### src/sv/gbn_pkg.sv
`timescale 1ns / 1ps
`default_nettype none

package gbn_pkg;

    // field widths
    localparam int CHUNK_W = 20;
    localparam int BYTES_W = 11;
    localparam int ACT_W   = 2;
    localparam int IDX_W   = 1;

    // stream widths, padded to whole bytes
    localparam int S_TDATA_W = 24;
    localparam int M_TDATA_W = 32;

    // defaults and fixed values
    localparam int DEFAULT_WINDOW = 8;
    localparam logic [BYTES_W-1:0] CHUNK_FULL = 11'd1494;
    localparam logic [CHUNK_W-1:0] TOTAL_RESET = 20'd1;

    // action codes
    localparam logic [ACT_W-1:0] ACT_START   = 2'd0;
    localparam logic [ACT_W-1:0] ACT_ACK     = 2'd1;
    localparam logic [ACT_W-1:0] ACT_TIMEOUT = 2'd2;

    // register indexes
    localparam logic [IDX_W-1:0] REG_TOTAL_CHUNKS     = 1'd0;
    localparam logic [IDX_W-1:0] REG_LAST_CHUNK_BYTES = 1'd1;

    typedef enum logic [2:0] {
        ST_IDLE,
        ST_CLASSIFY,
        ST_BOUND,
        ST_ISSUE,
        ST_DONE
    } gbn_state_t;

    // which issue range to load
    typedef enum logic [1:0] {
        RNG_START,
        RNG_ACK,
        RNG_TIMEOUT
    } rng_sel_t;

    typedef struct packed {
        logic     latch_in;
        logic     load_range;
        rng_sel_t range_sel;
        logic     start_run;
        logic     zero_start;
        logic     ack_commit;
        logic     stop;
        logic     bound;
        logic     emit_chunk;
        logic     emit_done;
    } gbn_cmd_t;

    typedef struct packed {
        logic [ACT_W-1:0] action;
        logic             running;
        logic             total_zero;
        logic             ack_stale;
        logic             ack_beyond;
        logic             ack_final;
        logic             range_empty;
        logic             at_end;
        logic             slot_free;
    } gbn_status_t;

endpackage

`default_nettype wire

### src/sv/gbn_ctrl.sv
`timescale 1ns / 1ps
`default_nettype none

module gbn_ctrl
    import gbn_pkg::*;
(
    input  wire              clk,
    input  wire              rst_n,
    input  wire              s_axis_tvalid,
    output logic             s_axis_tready,
    input  wire gbn_status_t status,
    output gbn_cmd_t         cmd
);

    gbn_state_t state_reg;
    gbn_state_t state_next;

    // state register
    always_ff @(posedge clk or negedge rst_n)
    begin
        if (!rst_n)
        begin
            state_reg <= ST_IDLE;
        end
        else
        begin
            state_reg <= state_next;
        end
    end

    // next state and commands
    always_comb
    begin
        state_next     = state_reg;
        cmd            = '0;
        cmd.range_sel  = RNG_START;
        s_axis_tready  = 1'b0;
        case (state_reg)
            ST_IDLE:
            begin
                s_axis_tready = 1'b1;
                if (s_axis_tvalid)
                begin
                    cmd.latch_in = 1'b1;
                    state_next   = ST_CLASSIFY;
                end
            end
            ST_CLASSIFY:
            begin
                state_next = ST_IDLE;
                case (status.action)
                    ACT_START:
                    begin
                        if (status.total_zero)
                        begin
                            cmd.zero_start = 1'b1;
                            state_next     = ST_DONE;
                        end
                        else
                        begin
                            cmd.start_run  = 1'b1;
                            cmd.load_range = 1'b1;
                            cmd.range_sel  = RNG_START;
                            state_next     = ST_BOUND;
                        end
                    end
                    ACT_ACK:
                    begin
                        if (status.running && !status.ack_stale)
                        begin
                            if (status.ack_beyond)
                            begin
                                cmd.load_range = 1'b1;
                                cmd.range_sel  = RNG_TIMEOUT;
                                state_next     = ST_BOUND;
                            end
                            else if (status.ack_final)
                            begin
                                cmd.ack_commit = 1'b1;
                                cmd.stop       = 1'b1;
                                state_next     = ST_DONE;
                            end
                            else
                            begin
                                cmd.ack_commit = 1'b1;
                                cmd.load_range = 1'b1;
                                cmd.range_sel  = RNG_ACK;
                                state_next     = ST_BOUND;
                            end
                        end
                    end
                    ACT_TIMEOUT:
                    begin
                        if (status.running)
                        begin
                            cmd.load_range = 1'b1;
                            cmd.range_sel  = RNG_TIMEOUT;
                            state_next     = ST_BOUND;
                        end
                    end
                    default:
                    begin
                        state_next = ST_IDLE;
                    end
                endcase
            end
            ST_BOUND:
            begin
                cmd.bound  = 1'b1;
                state_next = status.range_empty ? ST_IDLE : ST_ISSUE;
            end
            ST_ISSUE:
            begin
                if (status.slot_free)
                begin
                    cmd.emit_chunk = 1'b1;
                    if (status.at_end)
                    begin
                        state_next = ST_IDLE;
                    end
                end
            end
            ST_DONE:
            begin
                if (status.slot_free)
                begin
                    cmd.emit_done = 1'b1;
                    state_next    = ST_IDLE;
                end
            end
            default:
            begin
                state_next = ST_IDLE;
            end
        endcase
    end

endmodule

`default_nettype wire

### src/sv/gbn_datapath.sv
`timescale 1ns / 1ps
`default_nettype none

module gbn_datapath
    import gbn_pkg::*;
#(
    parameter int WINDOW = DEFAULT_WINDOW
)
(
    input  wire                    clk,
    input  wire                    rst_n,
    input  wire                    cfg_we,
    input  wire  [IDX_W-1:0]       cfg_index,
    input  wire  [CHUNK_W-1:0]     cfg_data,
    input  wire  [S_TDATA_W-1:0]   s_axis_tdata,
    input  wire  [ACT_W-1:0]       s_axis_tuser,
    output logic                   m_axis_tvalid,
    input  wire                    m_axis_tready,
    output logic [M_TDATA_W-1:0]   m_axis_tdata,
    output logic                   m_axis_tuser,
    output logic                   m_axis_tlast,
    input  wire gbn_cmd_t          cmd,
    output gbn_status_t            status
);

    localparam logic [CHUNK_W:0] WIN_EXT = (CHUNK_W + 1)'(WINDOW);

    // configuration
    logic [CHUNK_W-1:0] total_reg;
    logic [BYTES_W-1:0] lcb_reg;

    // latched input beat
    logic [ACT_W-1:0]   act_reg;
    logic [CHUNK_W-1:0] ack_reg;

    // window state
    logic [CHUNK_W-1:0] acked_reg;
    logic [CHUNK_W-1:0] high_reg;
    logic               running_reg;

    // issue range
    logic [CHUNK_W:0]   cur_reg;
    logic [CHUNK_W-1:0] end_reg;

    // output beat
    logic               out_valid_reg;
    logic [CHUNK_W-1:0] out_chunk_reg;
    logic [BYTES_W-1:0] out_bytes_reg;
    logic               out_done_reg;
    logic               out_last_reg;

    logic [CHUNK_W:0]   base;
    logic [CHUNK_W:0]   sum;
    logic [CHUNK_W-1:0] end_calc;
    logic [CHUNK_W:0]   cur_calc;
    logic [BYTES_W-1:0] last_bytes;
    logic [BYTES_W-1:0] chunk_bytes;
    logic               slot_free;

    // configuration writes
    always_ff @(posedge clk or negedge rst_n)
    begin
        if (!rst_n)
        begin
            total_reg <= TOTAL_RESET;
            lcb_reg   <= CHUNK_FULL;
        end
        else if (cfg_we)
        begin
            case (cfg_index)
                REG_TOTAL_CHUNKS:     total_reg <= cfg_data;
                REG_LAST_CHUNK_BYTES: lcb_reg   <= cfg_data[BYTES_W-1:0];
                default:              lcb_reg   <= lcb_reg;
            endcase
        end
    end

    // input latch
    always_ff @(posedge clk)
    begin
        if (cmd.latch_in)
        begin
            act_reg <= s_axis_tuser;
            ack_reg <= s_axis_tdata[CHUNK_W-1:0];
        end
    end

    // range start and capped end
    always_comb
    begin
        case (cmd.range_sel)
            RNG_START:
            begin
                base     = '0;
                cur_calc = (CHUNK_W + 1)'(1);
            end
            RNG_ACK:
            begin
                base     = {1'b0, ack_reg};
                cur_calc = {1'b0, high_reg} + (CHUNK_W + 1)'(1);
            end
            default:
            begin
                base     = {1'b0, acked_reg};
                cur_calc = {1'b0, acked_reg} + (CHUNK_W + 1)'(1);
            end
        endcase
        sum      = base + WIN_EXT;
        end_calc = (sum > {1'b0, total_reg}) ? total_reg : sum[CHUNK_W-1:0];
    end

    // window state and range registers
    always_ff @(posedge clk or negedge rst_n)
    begin
        if (!rst_n)
        begin
            acked_reg   <= '0;
            high_reg    <= '0;
            running_reg <= 1'b0;
        end
        else
        begin
            if (cmd.start_run || cmd.zero_start)
            begin
                acked_reg   <= '0;
                high_reg    <= '0;
                running_reg <= cmd.start_run;
            end
            if (cmd.ack_commit)
            begin
                acked_reg <= ack_reg;
            end
            if (cmd.stop)
            begin
                running_reg <= 1'b0;
            end
            if (cmd.bound && (end_reg > high_reg))
            begin
                high_reg <= end_reg;
            end
        end
    end

    always_ff @(posedge clk)
    begin
        if (cmd.load_range)
        begin
            cur_reg <= cur_calc;
            end_reg <= end_calc;
        end
        else if (cmd.emit_chunk)
        begin
            cur_reg <= cur_reg + (CHUNK_W + 1)'(1);
        end
    end

    // byte count of the current chunk
    always_comb
    begin
        if ((lcb_reg == '0) || (lcb_reg > CHUNK_FULL))
        begin
            last_bytes = CHUNK_FULL;
        end
        else
        begin
            last_bytes = lcb_reg;
        end
        chunk_bytes = (cur_reg == {1'b0, total_reg}) ? last_bytes : CHUNK_FULL;
    end

    assign slot_free = !out_valid_reg || m_axis_tready;

    // output register
    always_ff @(posedge clk or negedge rst_n)
    begin
        if (!rst_n)
        begin
            out_valid_reg <= 1'b0;
        end
        else if (cmd.emit_chunk || cmd.emit_done)
        begin
            out_valid_reg <= 1'b1;
        end
        else if (m_axis_tready)
        begin
            out_valid_reg <= 1'b0;
        end
    end

    always_ff @(posedge clk)
    begin
        if (cmd.emit_chunk)
        begin
            out_chunk_reg <= cur_reg[CHUNK_W-1:0];
            out_bytes_reg <= chunk_bytes;
            out_done_reg  <= 1'b0;
            out_last_reg  <= (cur_reg == {1'b0, end_reg});
        end
        else if (cmd.emit_done)
        begin
            out_chunk_reg <= '0;
            out_bytes_reg <= '0;
            out_done_reg  <= 1'b1;
            out_last_reg  <= 1'b1;
        end
    end

    assign m_axis_tvalid = out_valid_reg;
    assign m_axis_tdata  = {1'b0, out_bytes_reg, out_chunk_reg};
    assign m_axis_tuser  = out_done_reg;
    assign m_axis_tlast  = out_last_reg;

    // status to the controller
    always_comb
    begin
        status.action      = act_reg;
        status.running     = running_reg;
        status.total_zero  = (total_reg == '0);
        status.ack_stale   = (ack_reg <= acked_reg);
        status.ack_beyond  = (ack_reg > high_reg);
        status.ack_final   = (ack_reg >= total_reg);
        status.range_empty = (cur_reg > {1'b0, end_reg});
        status.at_end      = (cur_reg == {1'b0, end_reg});
        status.slot_free   = slot_free;
    end

endmodule

`default_nettype wire

### src/sv/go_back_n_send_window.sv
// Go-back-N send window: turns transfer events into the list of chunks to send.
// Input stream: one beat per event; tuser holds the action (start, ack,
// timeout), tdata the cumulative ack number. Output stream: one beat per
// chunk to send, with chunk number and byte count in tdata, a done flag in
// tuser and tlast on the final beat caused by an event.
// The configuration port sets the chunk total and the size of the last chunk;
// write it only between events.
// Sequence: an event is taken in IDLE, classified in CLASSIFY and its window
// bound is settled in BOUND; then ISSUE produces one chunk beat per cycle
// while the output slot is free, up to WINDOW beats, counted by the single
// issue counter in the datapath. A start with a zero chunk total or a final
// ack goes to DONE, which gives the done beat; events that cause no beat
// return to IDLE from CLASSIFY or BOUND.
// The output register lets the next event be taken while the last beat
// still waits downstream.
// Reset clears the window, leaves the block idle (not running) and sets the
// chunk total to 1 and the last chunk size to a full chunk.
// When the receiver stalls, the current beat holds and chunk issue pauses.
`timescale 1ns / 1ps
`default_nettype none

module go_back_n_send_window
    import gbn_pkg::*;
#(
    parameter int WINDOW = DEFAULT_WINDOW
)
(
    input  wire                  clk,
    input  wire                  rst_n,
    // configuration
    input  wire                  cfg_we,
    input  wire  [IDX_W-1:0]     cfg_index,
    input  wire  [CHUNK_W-1:0]   cfg_data,
    // event stream
    input  wire                  s_axis_tvalid,
    output logic                 s_axis_tready,
    input  wire  [S_TDATA_W-1:0] s_axis_tdata,   // ack_number[19:0], zero pad
    input  wire  [ACT_W-1:0]     s_axis_tuser,   // action[1:0]
    // chunk stream
    output logic                 m_axis_tvalid,
    input  wire                  m_axis_tready,
    output logic [M_TDATA_W-1:0] m_axis_tdata,   // chunk_number[19:0], byte_count[30:20], pad
    output logic                 m_axis_tuser,   // done_res
    output logic                 m_axis_tlast    // last_of_run
);

    gbn_cmd_t    cmd;
    gbn_status_t status;

    // sequencer
    gbn_ctrl u_ctrl (
        .clk           (clk),
        .rst_n         (rst_n),
        .s_axis_tvalid (s_axis_tvalid),
        .s_axis_tready (s_axis_tready),
        .status        (status),
        .cmd           (cmd)
    );

    // window state, issue counter and output register
    gbn_datapath #(
        .WINDOW (WINDOW)
    ) u_datapath (
        .clk           (clk),
        .rst_n         (rst_n),
        .cfg_we        (cfg_we),
        .cfg_index     (cfg_index),
        .cfg_data      (cfg_data),
        .s_axis_tdata  (s_axis_tdata),
        .s_axis_tuser  (s_axis_tuser),
        .m_axis_tvalid (m_axis_tvalid),
        .m_axis_tready (m_axis_tready),
        .m_axis_tdata  (m_axis_tdata),
        .m_axis_tuser  (m_axis_tuser),
        .m_axis_tlast  (m_axis_tlast),
        .cmd           (cmd),
        .status        (status)
    );

endmodule

`default_nettype wire
### config.mk
export PLATFORM = sky130hd
export DESIGN_NAME = go_back_n_send_window
export DESIGN_NICKNAME = d
export VERILOG_FILES = /design/src/sv/gbn_pkg.sv /design/src/sv/gbn_ctrl.sv /design/src/sv/gbn_datapath.sv /design/src/sv/go_back_n_send_window.sv
export SDC_FILE = /design/constraint.sdc
export NUM_CORES = 1
export LEC_CHECK = 0
export BUFFER_PORTS_ARGS = -buffer_cell sky130_fd_sc_hd__buf_2
export CAP_MARGIN = 20
export CORE_MARGIN = 2
export CORE_UTILIZATION = 30
export DETAILED_ROUTE_END_ITERATION = 8
export PLACE_DENSITY_LB_ADDON = 0.2
export SLEW_MARGIN = 20
export SYNTH_ARGS = -nofsm -noshare
export SYNTH_HDL_FRONTEND = slang
export SYNTH_SLANG_ARGS = --single-unit
### constraint.sdc
create_clock -name clk -period 6.9 [get_ports clk]
set_clock_uncertainty 0.2 [all_clocks]
set_input_delay 0.69 -clock clk [delete_from_list [all_inputs] [get_ports clk]]
set_output_delay 0.69 -clock clk [all_outputs]
set_load 0.1 [all_outputs]
==> flow_metrics.env <==
export IMPL_synth_seq_cells=172
export IMPL_hold_viol_final=0
export IMPL_ios=88
export IMPL_die_w_um=201
export IMPL_critPathMaxStageDelay_ns=0.53
export IMPL_synth_mux_area_share_pct=4.62
export IMPL_yosysTopAreaCell="edfxtp_1"
export IMPL_rsz0062_at_grt="no"
export IMPL_seq_area_frac_synth_pct=41.3
export IMPL_critical_path_class="reg2reg"
export IMPL_crit_family="simple AND/OR/NAND/NOR gates"
export IMPL_synth_top_family_by_area="simple AND/OR/NAND/NOR gates"
export IMPL_vias=9406
export IMPL_wire_per_inst_um=21.4
export IMPL_synth_xor_area_share_pct=5.51
export IMPL_final_nets=1451
export IMPL_final_seq_area_um2=4780
export IMPL_synth_fa_ha_area_share_pct=13.3
export IMPL_initial_utilization_pct=30.2
export IMPL_finalSetupTns_ns=0
export IMPL_drtIter0Drc=675
export IMPL_rr_worst_depth=20
export IMPL_drcViolationCount=0
export IMPL_rows=72
export IMPL_dp_hpwl_um=30100
export IMPL_fmax_ghz=0.155
export IMPL_period_share_pct=93.3
export IMPL_clkTransAtPathRegs_ns=0.07
export IMPL_path_depth=20
export IMPL_postCtsHoldBufs=0
export IMPL_yosys_top_cells_area="edfxtp_1 (25%), dfrtp_1 (15%), ha_1 (13%)"
export IMPL_status="finished, final reports clean"
export IMPL_synth_distinct_cells=84
export IMPL_drive_above_1_share_pct=16.8
export IMPL_stdcell_count=1807
export IMPL_cts_tree="built"
export IMPL_timing_final_crit_period_ns=6.44
export IMPL_yosys_area_share_simple_pct=15.9
export IMPL_syn_cell_area_um2=11600
export IMPL_leakage_uw=0.00548
export IMPL_ant_nets=0
export IMPL_io_buffer_count=82
export IMPL_totalWireLength_um=38600
export IMPL_die_h_um=201
export IMPL_coreArea_um2=38400
export IMPL_cts_sinks=172
export IMPL_slowest_stage="edfxtp_1"
export IMPL_dpl_cell_count=1774
export IMPL_syn2layout_area_growth_pct=15.4
export IMPL_synth_top_area_share_pct=24.6
export IMPL_hold_ws_ns=0.0378
export IMPL_cap_violations=0
export IMPL_grt_pass1_vias=9175
export IMPL_grt_use_total_pct=19.2
export IMPL_via_per_inst=5.21
export IMPL_avgSynthCellArea_um2=9.85
export IMPL_cp_end_kind="register"
export IMPL_fillers=3981
export IMPL_clockRootBuffer="clkbuf_16"
export IMPL_dieArea_um2=40200
export IMPL_largest_register_ffs=21
export IMPL_cp_required_ns=6.90
export IMPL_path_max_fanout=22
export IMPL_setup_violations=0
export IMPL_worstSkewPairLatency_ns=0.45
export IMPL_max_slew_margin_pct=33.4
export IMPL_cp_num_buf_inv=2
export IMPL_multi_input_area_um2=6240
export IMPL_worstMarginPinSlew_ns=0.971
export IMPL_power_uw=4670
export IMPL_htreeDepth=4
export IMPL_report_final_slew_viol_count=0
export IMPL_crit_path_start_kind="register"
export IMPL_async_reset_ff_share_pct=44.2
export IMPL_ys_warn_count=0
export IMPL_hp_class="in2async"
export IMPL_power_density_nw_per_um2=349
export IMPL_synth_compound_area_share_pct=14.1
export IMPL_syn_inst=1177
export IMPL_gp_congestion=0.917
export IMPL_peakVddDrop_v=0.000196
export IMPL_synth_edf_count=95
export IMPL_cts_buffers=17
export IMPL_ys_flop_type="edfxtp_1"
export IMPL_worstPathCellList="ha_1 -> and4_1 -> and4_1 -> o21ai_0 -> o211a_1 -> nor4_2 -> or2_1 -> buf_4 -> a22oi_1 -> nand4bb_1 -> nor3_2 -> xnor2_1 -> ha_1 -> nand4_1 -> nor3_1 -> o21ai_0 -> a221oi_2 -> inv_2 -> o31ai_4 -> mux2_2"
export IMPL_first_pass_iters=5
export IMPL_antenna_found_initial=0
export IMPL_diodes=0
export IMPL_grt_overflow=0
export IMPL_clock_path_buffers=2
export IMPL_grt_pass1_wl_um=58100
export IMPL_worstPathArrival_ns=6.43
export IMPL_synth_nets=1352
export IMPL_grt_max_degree=43
[layout make-up]
type | count | area share [%]
clock buffers | 17 | 3.18
clock inverters | 15 | 0.982
inverters | 113 | 3.17
multi-input cells | 848 | 46.6
flip-flops and latches | 172 | 35.7
well taps | 518 | 4.84
repair buffers | 124 | 5.44
[per-stage QoR]
stage          setup WS [ns]  util, %  cell area [µm²]
2_1_floorplan          0.499        -            11600
3_3_place_gp           0.597     33.4            12800
3_5_place_dp           0.462     33.4            12800
4_1_cts                0.421     34.8            13400
5_1_grt               0.0598     34.9            13400
6_report               0.465     34.9            13400
[repair_timing]
item	CTS	global route
setup endpoints to repair	0	12
buffers inserted	0	0
gates resized for setup	0	3
[cells in the final DEF (no fill, tap or decap), types with 17 or more instances in the layout]
| master | count |
|---|---|
| xnor2_1 | 42 |
| dfrtp_1 | 68 |
| o21ai_0 | 79 |
| ha_1 | 123 |
| buf_4 | 43 |
| clkbuf_16 | 17 |
| inv_1 | 112 |
| and2_1 | 19 |
| nor4_1 | 19 |
| buf_2 | 81 |
| mux2_2 | 27 |
| nand2_1 | 95 |
| nor3_1 | 19 |
| nand3_1 | 54 |
| xor2_1 | 31 |
| a21oi_1 | 51 |
| nand4_1 | 24 |
| nor2_1 | 48 |
| edfxtp_1 | 95 |
| mux2i_1 | 22 |
[worst paths after layout]
check | start | endpoint | slack [ns]
max | u_datapath.ack_reg[13]$_DFFE_PP_ | u_datapath.end_reg[4]$_DFFE_PP_ | 0.46
min | rst_n | u_datapath.lcb_reg[5]$_DFFE_PN0P_ | 0.04
max reg2reg | u_datapath.ack_reg[13]$_DFFE_PP_ | u_datapath.end_reg[4]$_DFFE_PP_ | 0.46
min reg2reg | u_datapath.m_axis_tuser$_SDFFE_PP0P_ | u_datapath.m_axis_tuser$_SDFFE_PP0P_ | 0.30
max in group asynchronous | rst_n | u_datapath.total_reg[8]$_DFFE_PN0P_ | 5.47
min in group clk | s_axis_tdata[4] | u_datapath.ack_reg[4]$_DFFE_PP_ | 0.22
[synth_stat cells, types with 13 or more instances]
cell        n
ha_1      123
inv_1     113
nand2_1    96
edfxtp_1   95
o21ai_0    79
dfrtp_1    68
nand3_1    54
a21oi_1    52
nor2_1     49
xnor2_1    42
clkbuf_1   33
xor2_1     31
mux2_2     27
nand4_1    24
mux2i_1    22
and2_1     19
nor3_1     19
nor4_1     19
a21o_1     16
and3_1     13
and4_1     13
o21a_1     13
[kinds of logic (layout without fill, tap and decap cells)]
group | count (synthesis) | after routing
other | 1 | 1
AND/OR/NAND/NOR | 353 | 353
buffers and inverters | 158 | 269
multiplexers | 50 | 50
AO/OA/AOI/OAI | 247 | 248
adder cells (fa/ha/maj) | 123 | 123
XOR/XNOR | 73 | 73
flip-flops | 172 | 172
[per-layer routing]
layer | global-route usage (%) | part of all wire [%] | vias up
li1 | - | - | 4472
met1 | 27.3 | 47 | 4625
met2 | 30.0 | 45 | 273
met3 | 3.26 | 5.5 | 36
met4 | 5.90 | 2.5 | 0
met5 | 0 | 0 | -
[power breakdown]
group,internal (µW),switching [µW],total (µW)
sequential,1410,313,1720
clock,474,477,951
combinational,699,1300,2000
[worst reg2reg max path, cell delays in order, from the launching register on]
cell and delay, ns:
edfxtp_1 0.53, ha_1 0.35, and4_1 0.28, and4_1 0.28, o21ai_0 0.17, o211a_1 0.25
nor4_2 0.33, or2_1 0.30, buf_4 0.34, a22oi_1 0.23, nand4bb_1 0.42, nor3_2 0.26
xnor2_1 0.13, ha_1 0.31, nand4_1 0.14, nor3_1 0.34, o21ai_0 0.20, a221oi_2 0.34
inv_2 0.16, o31ai_4 0.21, mux2_2 0.41
Power figures use the tool's default switching activity.
